<file path="src/hw/rtl/slsf_pkg.sv">
// ----------------------------------------------------------------------------
// slsf_pkg
// Shared types and codes of the LED strip frame serializer.
// ----------------------------------------------------------------------------
package slsf_pkg;

	localparam int LED_COUNT_DEF = 64;
	localparam int QUEUE_DEPTH   = 2;
	localparam int CFG_IDX_W     = 1;
	localparam int CFG_DATA_W    = 15;

	localparam logic [2:0] OP_TICK   = 3'd0;
	localparam logic [2:0] OP_RGB    = 3'd1;
	localparam logic [2:0] OP_PACKED = 3'd2;
	localparam logic [2:0] OP_START  = 3'd3;
	localparam logic [2:0] OP_ANIM   = 3'd4;

	localparam logic [CFG_IDX_W-1:0] CFG_ANIM_MODE  = 1'b0;
	localparam logic [CFG_IDX_W-1:0] CFG_ANIM_COLOR = 1'b1;

	localparam logic [1:0] ANIM_PIXEL = 2'd1;
	localparam logic [1:0] ANIM_LINE  = 2'd2;

	localparam logic [15:0] PIX_MARK = 16'h8000;

	typedef struct packed {
		logic        is_tick;
		logic        is_write;
		logic        is_start;
		logic        is_anim;
		logic [5:0]  index;
		logic [14:0] color;
	} item_t;

	typedef struct packed {
		logic data_bit;
		logic clock_pulse;
		logic busy;
	} result_t;

	typedef struct packed {
		logic init;
	} back_status_t;

endpackage

</file>
<file path="src/hw/rtl/led_strip_frame_serializer_core.sv">
// ----------------------------------------------------------------------------
// led_strip_frame_serializer_core
// Pixel store and frame sequencer for an RGB555 clock/data LED strip.
// ----------------------------------------------------------------------------
// Every accepted item gives exactly one result, in order. Items flow at one
// per cycle while both queues move; a tick that begins a new pixel's bits
// waits for the pixel store read first. An animation step that clears the
// store holds the back end while every store row is rewritten, one store row
// per cycle. After reset a clearing pass runs with full held high;
// configuration writes are always ready.
module led_strip_frame_serializer_core
	import slsf_pkg::*;
#(
	parameter int LED_COUNT = LED_COUNT_DEF
) (
	input  logic                  clk,
	input  logic                  arst_n,
	input  logic                  push,
	output logic                  full,
	input  logic [2:0]            opcode,
	input  logic [5:0]            pixel_index,
	input  logic [4:0]            red,
	input  logic [4:0]            green,
	input  logic [4:0]            blue,
	input  logic [14:0]           packed_color,
	output logic                  empty,
	input  logic                  pop,
	output logic                  data_bit,
	output logic                  clock_pulse,
	output logic                  busy_res,
	input  logic                  cfg_valid,
	output logic                  cfg_ready,
	input  logic [CFG_IDX_W-1:0]  cfg_index,
	input  logic [CFG_DATA_W-1:0] cfg_data
);

	back_status_t status;
	item_t        item;
	logic         item_empty;
	logic         item_pop;
	logic         res_full;
	logic         res_push;
	result_t      res;
	result_t      res_head;

	assign cfg_ready = 1'b1;

	slsf_front u_front (
		.clk         (clk),
		.arst_n      (arst_n),
		.push        (push),
		.full        (full),
		.opcode      (opcode),
		.pixel_index (pixel_index),
		.red         (red),
		.green       (green),
		.blue        (blue),
		.packed_color(packed_color),
		.status      (status),
		.item_pop    (item_pop),
		.item_empty  (item_empty),
		.item        (item)
	);

	slsf_back #(
		.LED_COUNT(LED_COUNT)
	) u_back (
		.clk       (clk),
		.arst_n    (arst_n),
		.item_empty(item_empty),
		.item      (item),
		.item_pop  (item_pop),
		.res_full  (res_full),
		.res_push  (res_push),
		.res       (res),
		.cfg_valid (cfg_valid && cfg_ready),
		.cfg_index (cfg_index),
		.cfg_data  (cfg_data),
		.status    (status)
	);

	slsf_fifo #(
		.WIDTH($bits(result_t)),
		.DEPTH(QUEUE_DEPTH)
	) u_res_q (
		.clk    (clk),
		.arst_n (arst_n),
		.wr_en  (res_push),
		.wr_data(res),
		.full   (res_full),
		.rd_en  (pop),
		.rd_data(res_head),
		.empty  (empty)
	);

	assign data_bit    = res_head.data_bit;
	assign clock_pulse = res_head.clock_pulse;
	assign busy_res    = res_head.busy;

endmodule

</file>
<file path="src/hw/rtl/slsf_fifo.sv">
// ----------------------------------------------------------------------------
// slsf_fifo
// Small register queue with show-ahead read.
// ----------------------------------------------------------------------------
module slsf_fifo #(
	parameter int WIDTH = 8,
	parameter int DEPTH = 2
) (
	input  logic             clk,
	input  logic             arst_n,
	input  logic             wr_en,
	input  logic [WIDTH-1:0] wr_data,
	output logic             full,
	input  logic             rd_en,
	output logic [WIDTH-1:0] rd_data,
	output logic             empty
);

	localparam int PW = (DEPTH > 1) ? $clog2(DEPTH) : 1;
	localparam int CW = $clog2(DEPTH + 1);

	logic [WIDTH-1:0] slot_q [DEPTH];
	logic [PW-1:0]    wr_ptr_q;
	logic [PW-1:0]    rd_ptr_q;
	logic [CW-1:0]    cnt_q;
	logic             do_wr;
	logic             do_rd;

	assign full    = (cnt_q == CW'(DEPTH));
	assign empty   = (cnt_q == '0);
	assign do_wr   = wr_en && !full;
	assign do_rd   = rd_en && !empty;
	assign rd_data = slot_q[rd_ptr_q];

	always_ff @(posedge clk or negedge arst_n) begin
		if (!arst_n) begin
			wr_ptr_q <= '0;
			rd_ptr_q <= '0;
			cnt_q    <= '0;
		end else begin
			if (do_wr) begin
				wr_ptr_q <= (wr_ptr_q == PW'(DEPTH - 1)) ? '0 : wr_ptr_q + 1'b1;
			end
			if (do_rd) begin
				rd_ptr_q <= (rd_ptr_q == PW'(DEPTH - 1)) ? '0 : rd_ptr_q + 1'b1;
			end
			if (do_wr && !do_rd) begin
				cnt_q <= cnt_q + 1'b1;
			end else if (do_rd && !do_wr) begin
				cnt_q <= cnt_q - 1'b1;
			end
		end
	end

	always_ff @(posedge clk) begin
		if (do_wr) begin
			slot_q[wr_ptr_q] <= wr_data;
		end
	end

endmodule

</file>
<file path="src/hw/rtl/slsf_front.sv">
// ----------------------------------------------------------------------------
// slsf_front
// Accepts input items, classifies the opcode and queues decoded items.
// ----------------------------------------------------------------------------
module slsf_front
	import slsf_pkg::*;
(
	input  logic         clk,
	input  logic         arst_n,
	input  logic         push,
	output logic         full,
	input  logic [2:0]   opcode,
	input  logic [5:0]   pixel_index,
	input  logic [4:0]   red,
	input  logic [4:0]   green,
	input  logic [4:0]   blue,
	input  logic [14:0]  packed_color,
	input  back_status_t status,
	input  logic         item_pop,
	output logic         item_empty,
	output item_t        item
);

	item_t item_d;
	logic  q_full;

	always_comb begin
		item_d          = '0;
		item_d.index    = pixel_index;
		item_d.color    = packed_color;
		case (opcode)
			OP_TICK: begin
				item_d.is_tick = 1'b1;
			end
			OP_RGB: begin
				item_d.is_write = 1'b1;
				item_d.color    = {red, green, blue};
			end
			OP_PACKED: begin
				item_d.is_write = 1'b1;
			end
			OP_START: begin
				item_d.is_start = 1'b1;
			end
			OP_ANIM: begin
				item_d.is_anim = 1'b1;
			end
			default: begin
				item_d.is_tick = 1'b0;
			end
		endcase
	end

	assign full = q_full || status.init;

	slsf_fifo #(
		.WIDTH($bits(item_t)),
		.DEPTH(QUEUE_DEPTH)
	) u_item_q (
		.clk    (clk),
		.arst_n (arst_n),
		.wr_en  (push && !full),
		.wr_data(item_d),
		.full   (q_full),
		.rd_en  (item_pop),
		.rd_data(item),
		.empty  (item_empty)
	);

endmodule

</file>
<file path="src/hw/rtl/slsf_back.sv">
// ----------------------------------------------------------------------------
// slsf_back
// Executes queued items: pixel store, frame sequencer and animation steps.
// ----------------------------------------------------------------------------
module slsf_back
	import slsf_pkg::*;
#(
	parameter int LED_COUNT = LED_COUNT_DEF
) (
	input  logic                  clk,
	input  logic                  arst_n,
	input  logic                  item_empty,
	input  item_t                 item,
	output logic                  item_pop,
	input  logic                  res_full,
	output logic                  res_push,
	output result_t               res,
	input  logic                  cfg_valid,
	input  logic [CFG_IDX_W-1:0]  cfg_index,
	input  logic [CFG_DATA_W-1:0] cfg_data,
	output back_status_t          status
);

	localparam int AW = (LED_COUNT > 1) ? $clog2(LED_COUNT) : 1;
	localparam logic [AW-1:0] LAST = AW'(LED_COUNT - 1);

	localparam logic [1:0] PH_START  = 2'd0;
	localparam logic [1:0] PH_HEADER = 2'd1;
	localparam logic [1:0] PH_DATA   = 2'd2;
	localparam logic [1:0] PH_IDLE   = 2'd3;

	logic [15:0]   store [LED_COUNT];
	logic [15:0]   rd_data_s1;

	logic [1:0]    phase_q, phase_d;
	logic [5:0]    bit_cnt_q, bit_cnt_d;
	logic [AW-1:0] led_pos_q, led_pos_d;
	logic          level_q, level_d;
	logic [15:0]   word_q, word_d;
	logic          word_vld_q, word_vld_d;
	logic          rd_pend_q;
	logic [1:0]    anim_mode_q, anim_mode_d;
	logic [14:0]   anim_color_q, anim_color_d;
	logic [AW-1:0] anim_pos_q, anim_pos_d;
	logic          anim_first_q, anim_first_d;
	logic          sweep_q, sweep_d;
	logic          init_q, init_d;
	logic [AW-1:0] sweep_addr_q, sweep_addr_d;
	logic          spec_en_q, spec_en_d;
	logic [AW-1:0] spec_addr_q, spec_addr_d;
	logic [14:0]   spec_color_q, spec_color_d;

	logic          need_fetch;
	logic          take;
	logic [15:0]   word_eff;
	logic          mem_we;
	logic [AW-1:0] mem_addr;
	logic [15:0]   mem_wdata;
	logic [10:0]   idx_ext;
	logic          idx_ok;
	logic          lvl;
	logic          busy_before;

	assign need_fetch = (phase_q == PH_DATA) && !word_vld_q && !rd_pend_q;
	assign take       = !item_empty && !sweep_q && !need_fetch && !res_full;
	assign item_pop   = take;
	assign res_push   = take;
	assign word_eff   = rd_pend_q ? rd_data_s1 : word_q;
	assign idx_ext    = {5'd0, item.index};
	assign idx_ok     = (idx_ext < 11'(LED_COUNT));
	assign status.init = init_q;

	always_comb begin
		phase_d      = phase_q;
		bit_cnt_d    = bit_cnt_q;
		led_pos_d    = led_pos_q;
		level_d      = level_q;
		word_d       = rd_pend_q ? rd_data_s1 : word_q;
		word_vld_d   = word_vld_q || rd_pend_q;
		anim_mode_d  = anim_mode_q;
		anim_color_d = anim_color_q;
		anim_pos_d   = anim_pos_q;
		anim_first_d = anim_first_q;
		sweep_d      = sweep_q;
		init_d       = init_q;
		sweep_addr_d = sweep_addr_q;
		spec_en_d    = spec_en_q;
		spec_addr_d  = spec_addr_q;
		spec_color_d = spec_color_q;
		mem_we       = 1'b0;
		mem_addr     = sweep_addr_q;
		mem_wdata    = PIX_MARK;
		lvl          = level_q;
		busy_before  = (phase_q != PH_IDLE);
		res          = '0;

		// clearing pass
		if (sweep_q) begin
			mem_we = 1'b1;
			if (spec_en_q && (sweep_addr_q == spec_addr_q)) begin
				mem_wdata = {1'b1, spec_color_q};
			end
			if (sweep_addr_q == LAST) begin
				sweep_d = 1'b0;
				init_d  = 1'b0;
			end else begin
				sweep_addr_d = sweep_addr_q + 1'b1;
			end
		end

		if (take) begin
			if (item.is_tick) begin
				case (phase_q)
					PH_START: begin
						bit_cnt_d = '0;
						led_pos_d = '0;
						phase_d   = PH_HEADER;
					end
					PH_HEADER: begin
						lvl     = 1'b0;
						level_d = 1'b0;
						if (bit_cnt_q == 6'd31) begin
							phase_d    = PH_DATA;
							bit_cnt_d  = '0;
							led_pos_d  = '0;
							word_vld_d = 1'b0;
						end else begin
							bit_cnt_d = bit_cnt_q + 1'b1;
						end
					end
					PH_DATA: begin
						lvl       = word_eff[4'd15 - bit_cnt_q[3:0]];
						level_d   = lvl;
						bit_cnt_d = bit_cnt_q + 1'b1;
						if (bit_cnt_q[3:0] == 4'd15) begin
							bit_cnt_d  = '0;
							word_vld_d = 1'b0;
							if (led_pos_q == LAST) begin
								level_d = 1'b0;
								phase_d = PH_IDLE;
							end else begin
								led_pos_d = led_pos_q + 1'b1;
							end
						end
					end
					default: begin
						lvl = level_q;
					end
				endcase
			end

			if (item.is_write && idx_ok) begin
				mem_we    = 1'b1;
				mem_addr  = idx_ext[AW-1:0];
				mem_wdata = {1'b1, item.color};
				if (idx_ext[AW-1:0] == led_pos_q) begin
					word_d = {1'b1, item.color};
				end
			end

			if (item.is_start) begin
				bit_cnt_d  = '0;
				led_pos_d  = '0;
				phase_d    = PH_START;
				word_vld_d = 1'b0;
			end

			if (item.is_anim && (anim_mode_q == ANIM_PIXEL)) begin
				sweep_d      = 1'b1;
				sweep_addr_d = '0;
				spec_en_d    = 1'b1;
				spec_addr_d  = anim_pos_q;
				spec_color_d = anim_color_q;
				anim_pos_d   = (anim_pos_q == LAST) ? '0 : anim_pos_q + 1'b1;
				bit_cnt_d    = '0;
				led_pos_d    = '0;
				phase_d      = PH_START;
				word_vld_d   = 1'b0;
			end

			if (item.is_anim && (anim_mode_q == ANIM_LINE)) begin
				if (anim_pos_q == '0) begin
					sweep_d      = 1'b1;
					sweep_addr_d = '0;
					spec_en_d    = !anim_first_q;
					spec_addr_d  = '0;
					spec_color_d = anim_color_q;
				end else begin
					mem_we    = 1'b1;
					mem_addr  = anim_pos_q;
					mem_wdata = {1'b1, anim_color_q};
				end
				if (anim_first_q) begin
					anim_first_d = 1'b0;
				end else if (anim_pos_q == LAST) begin
					anim_pos_d   = '0;
					anim_first_d = 1'b1;
				end else begin
					anim_pos_d = anim_pos_q + 1'b1;
				end
				bit_cnt_d  = '0;
				led_pos_d  = '0;
				phase_d    = PH_START;
				word_vld_d = 1'b0;
			end

			res.data_bit    = lvl;
			res.clock_pulse = item.is_tick;
			res.busy        = busy_before || (phase_d != PH_IDLE);
		end

		if (cfg_valid) begin
			case (cfg_index)
				CFG_ANIM_MODE: begin
					anim_mode_d  = cfg_data[1:0];
					anim_pos_d   = '0;
					anim_first_d = 1'b1;
				end
				CFG_ANIM_COLOR: begin
					anim_color_d = cfg_data[14:0];
				end
				default: begin
					anim_color_d = anim_color_q;
				end
			endcase
		end
	end

	always_ff @(posedge clk or negedge arst_n) begin
		if (!arst_n) begin
			phase_q      <= PH_START;
			bit_cnt_q    <= '0;
			led_pos_q    <= '0;
			level_q      <= 1'b0;
			word_vld_q   <= 1'b0;
			rd_pend_q    <= 1'b0;
			anim_mode_q  <= '0;
			anim_color_q <= '0;
			anim_pos_q   <= '0;
			anim_first_q <= 1'b1;
			sweep_q      <= 1'b1;
			init_q       <= 1'b1;
			sweep_addr_q <= '0;
			spec_en_q    <= 1'b0;
		end else begin
			phase_q      <= phase_d;
			bit_cnt_q    <= bit_cnt_d;
			led_pos_q    <= led_pos_d;
			level_q      <= level_d;
			word_vld_q   <= word_vld_d;
			rd_pend_q    <= need_fetch;
			anim_mode_q  <= anim_mode_d;
			anim_color_q <= anim_color_d;
			anim_pos_q   <= anim_pos_d;
			anim_first_q <= anim_first_d;
			sweep_q      <= sweep_d;
			init_q       <= init_d;
			sweep_addr_q <= sweep_addr_d;
			spec_en_q    <= spec_en_d;
		end
	end

	always_ff @(posedge clk) begin
		word_q       <= word_d;
		spec_addr_q  <= spec_addr_d;
		spec_color_q <= spec_color_d;
	end

	// pixel store
	always_ff @(posedge clk) begin
		if (mem_we) begin
			store[mem_addr] <= mem_wdata;
		end
		rd_data_s1 <= store[led_pos_q];
	end

endmodule

</file>
<file path="config.mk">
export PLATFORM = sky130hd
export DESIGN_NAME = led_strip_frame_serializer_core
export DESIGN_NICKNAME = d
export VERILOG_FILES = /design/src/hw/rtl/slsf_pkg.sv /design/src/hw/rtl/led_strip_frame_serializer_core.sv /design/src/hw/rtl/slsf_fifo.sv /design/src/hw/rtl/slsf_front.sv /design/src/hw/rtl/slsf_back.sv
export SDC_FILE = /design/constraint.sdc
export NUM_CORES = 1
export LEC_CHECK = 0
export ABC_AREA = 1
export BUFFER_PORTS_ARGS = -buffer_cell sky130_fd_sc_hd__buf_4
export CORE_ASPECT_RATIO = 1.4
export CORE_MARGIN = 2
export CORE_UTILIZATION = 57
export DETAILED_ROUTE_END_ITERATION = 6
export PLACE_DENSITY = 0.79
export SETUP_SLACK_MARGIN = 0.02
export SLEW_MARGIN = 5
export SYNTH_ARGS = -nofsm -noshare
export SYNTH_HDL_FRONTEND = slang
export SYNTH_SLANG_ARGS = --single-unit
</file>
<file path="constraint.sdc">
create_clock -name clk -period 4.15 [get_ports clk]
set_input_delay 0.6225 -clock clk [delete_from_list [all_inputs] [get_ports clk]]
set_output_delay 0.6225 -clock clk [all_outputs]
set_load 0.005 [all_outputs]
</file>
==> results.md <==
* Worst-Margin Slew at roughly 1.2 ns
* Final setup TNS at 0 ns
* Register area share after synthesis at between 70% and 80%
* Nets at around 4200
* Area of the multi-input gates at between 10000 and 15000 sq um
* Fin Hold WS at around 0.0032 ns
* CTS sink cnt at 1126
* Design Area, Final at 51900 sq um
* Largest cells by area after synthesis: edfxtp_1, nand2_1, nand3_1
* Mapped Avg Cell Area at between 10 and 15 sq um
* Dpl cell area at 48800 sq um
* Leakage at approximately 0.019 uW
* Final non-filler cell total at approximately 5200
* Most used routing layer in global routing: met2
* Global-route wire length before repair at approximately 180000 microns
* Initial DRC count at 4281
* Clk_lat worst skew at approximately 0.7 ns
* Register bit total from synthesis at ~1100
* Max Cap Viol at 0
* Top achievable clock speed at between 0.2 and 0.3 GHz
* Syn nets at ~4100
* Die W at around 250 microns
* Crit share post-route at about 85%
* Routed Antenna Nets at 0
* Max Slew Vio Count at 0
* Yosys warns at 0
* Post-synth EDFFs at 1037
* Final Hold Fails at 0
* TritonCTS Buffers at 95
* DRC Markers at 0
* CP Capture Type: flop
* Total GRT Usage at 28.5%
* Post-Synthesis Cells at 4041
* Worst Clk Skew at around 0.046 ns
* Ant. Diodes at 0
* Layout cell share with drive strength beyond 1 at 10.6%
* Number of I/O pins at 66
* Initial core utilization at a little under three fifths
* CTS max path bufs at 3
* GPL Wtd Cong at ~0.95
* Critical path class: flop to flop
* Vias in the first global route at slightly above 30000
* Final HPWL DP at between 70000 and 80000 microns
* CTS tree: yes
* RSZ-0062 raised after global routing: false
* Die height at about 340 microns
* Power Density at roughly 610 nW/um^2
* Drt total wl at between 100000 and 150000 microns
* Count of buffers from port buffering at 64
* Wirelength per Cell at ~23 microns
* CTS Hold Bufs at 0
* Status: finished clean
* Met3 usage at approximately 4.5%
* Drt pass-1 iters at 7
* Setup-failing EPs final at 0
* Main flop type after synthesis: edfxtp_1
* Full die area at between 80000 and 90000 sq um
* Setup repair bufs after CTS at 0
* Crit path max fanout at 46
* Core Util, Final at 63.6%
* Final period demand of the worst path at 3.51 ns
* Initial antenna violation count at 0
* Std-Cell Rows at 124
* Unique masters post-synth at 52
* Core area at 81600 sq um
* PostCTS Resize Cnt at 0
* Crit start category: flop
* Clk root buf: clkbuf_16
* Class of the worst hold path: primary input to async pin
* Worst EP required at roughly 4.5 ns
* Largest net degree at the start of global routing at around 160
* Synthesized area at 46800 sq um
* Vias per inst at approximately 6.1
* Placed Cells at just over 5000
* Met2 global-route usage at between 40% and 50%
* Rel. slew slack at 23.3%
* Yosys top cell by area: edfxtp_1
* Yosys top cell area share at around two thirds
* Via count at between 30000 and 40000
* Critical path arrival at between 3 and 4 ns
* CTS clock-pin slew for the worst setup and hold paths at approximately 0.070 ns
* Area growth syn-to-layout at 10.8%
* Post-synthesis async set-or-reset flop share at 5.15%
* Met1 Use GR at between 30% and 40%
* Reg area at about 33000 sq um
* Fill count at 5770
* Worst vdd ir at 0.677 mV
* H-tree levels at 3
* GRT overflow at 0
-- state kept, by name (all words and copies together) (netlist names), 15 cells and up --
register                 count
u_back.anim_color_q         15
u_back.rd_data_s1           15
u_back.spec_color_q         15
u_back.store               960
u_back.word_q               16
u_front.u_item_q.slot_q     50
-- per-stage QoR --
step                      setup slack (ns)  power, uW
after CTS                            0.742      31700
after detailed placement             0.787      23000
after global placement               0.868      22800
final                                0.641      31800
after floorplan                      0.203      20100
after global routing                 0.484      33000
-- metal layers --
layer,wire length [microns],vias to the layer above
met3,11600,346
met5,0,-
met4,7910,0
met2,59000,1975
li1,-,14300
met1,42700,15400
-- worst max-delay path: stages (launching register included) --
cell and delay (ns):
dfrtp_1 0.42, inv_1 0.14, ha_1 0.18, nand3_2 0.26, nand2_2 0.18, nand2_2 0.07, nand2_4 0.11, nand4_2 0.36
o22ai_4 0.76, buf_4 0.62
-- final timing paths --
| path | startpoint | end | slack (ns) | cells after the start |
|---|---|---|---|---|
| max in group asynchronous | arst_n | u_back.led_pos_q[0] | 3.52 | 1 |
| worst min-delay path | arst_n | u_res_q.cnt_q[0] | 0.003 | 1 |
| min in group clk | pixel_index[2] | u_front.u_item_q.slot_q[1][17] | 0.12 | 1 |
| worst max register to register | u_back.anim_pos_q[0] | u_back.store[38][3] | 0.64 | 9 |
| worst min register to register | u_back.word_q[15] | u_back.word_q[15] | 0.45 | 2 |
| worst max-delay path | u_back.anim_pos_q[0] | u_back.store[38][3] | 0.64 | 9 |
-- final cells by class --
class                      instances  share of cell area (%)
sequential                      1126                    64.1
multi-input combinational       2561                    23.6
clock buffer                     127                    5.03
timing repair buffer             188                    2.99
tap                             1071                    2.58
inverter                         113                   0.868
clock inverter                    49                   0.842
-- cells in the final DEF, fill, tap and decap left out, drive strengths merged, types with 23 or more instances in the layout --
cell	n
edfxtp	1037
nand2	940
nand3	498
nor2	488
o21ai	331
buf	188
clkbuf	127
inv	115
o211ai	107
a21oi	69
dfrtp	55
clkinv	38
dfxtp	31
o22ai	23
-- cell usage after synthesis (20+ instances only) --
master and count:
nand2_1 917, o22ai_1 23, dfrtp_1 55, buf_1 30
a21oi_1 67, o21ai_0 316, inv_1 93, o211ai_1 107
buf_4 23, dfxtp_1 31, nor2_1 479, edfxtp_1 1037
clkbuf_1 103, o221ai_1 20, buf_2 78, nand3_1 486
-- cells by family after synthesis --
logic type | count (synthesis) | share of synthesized area (%)
buf+inv | 354 | 3.35
mux | 15 | 0.361
other cells | 1 | 0.00801
flops | 1126 | 70.9
simple gates | 1952 | 17.7
fa+ha+maj | 13 | 0.347
xor+xnor | 18 | 0.337
compound gates | 562 | 6.93
-- power by group --
group	internal (uW)	total [uW]	switching [uW]
Clock	4770	8810	4040
Sequential	14200	14700	508
Combinational	2110	8320	6210
(Power assumes the default switching activity.)
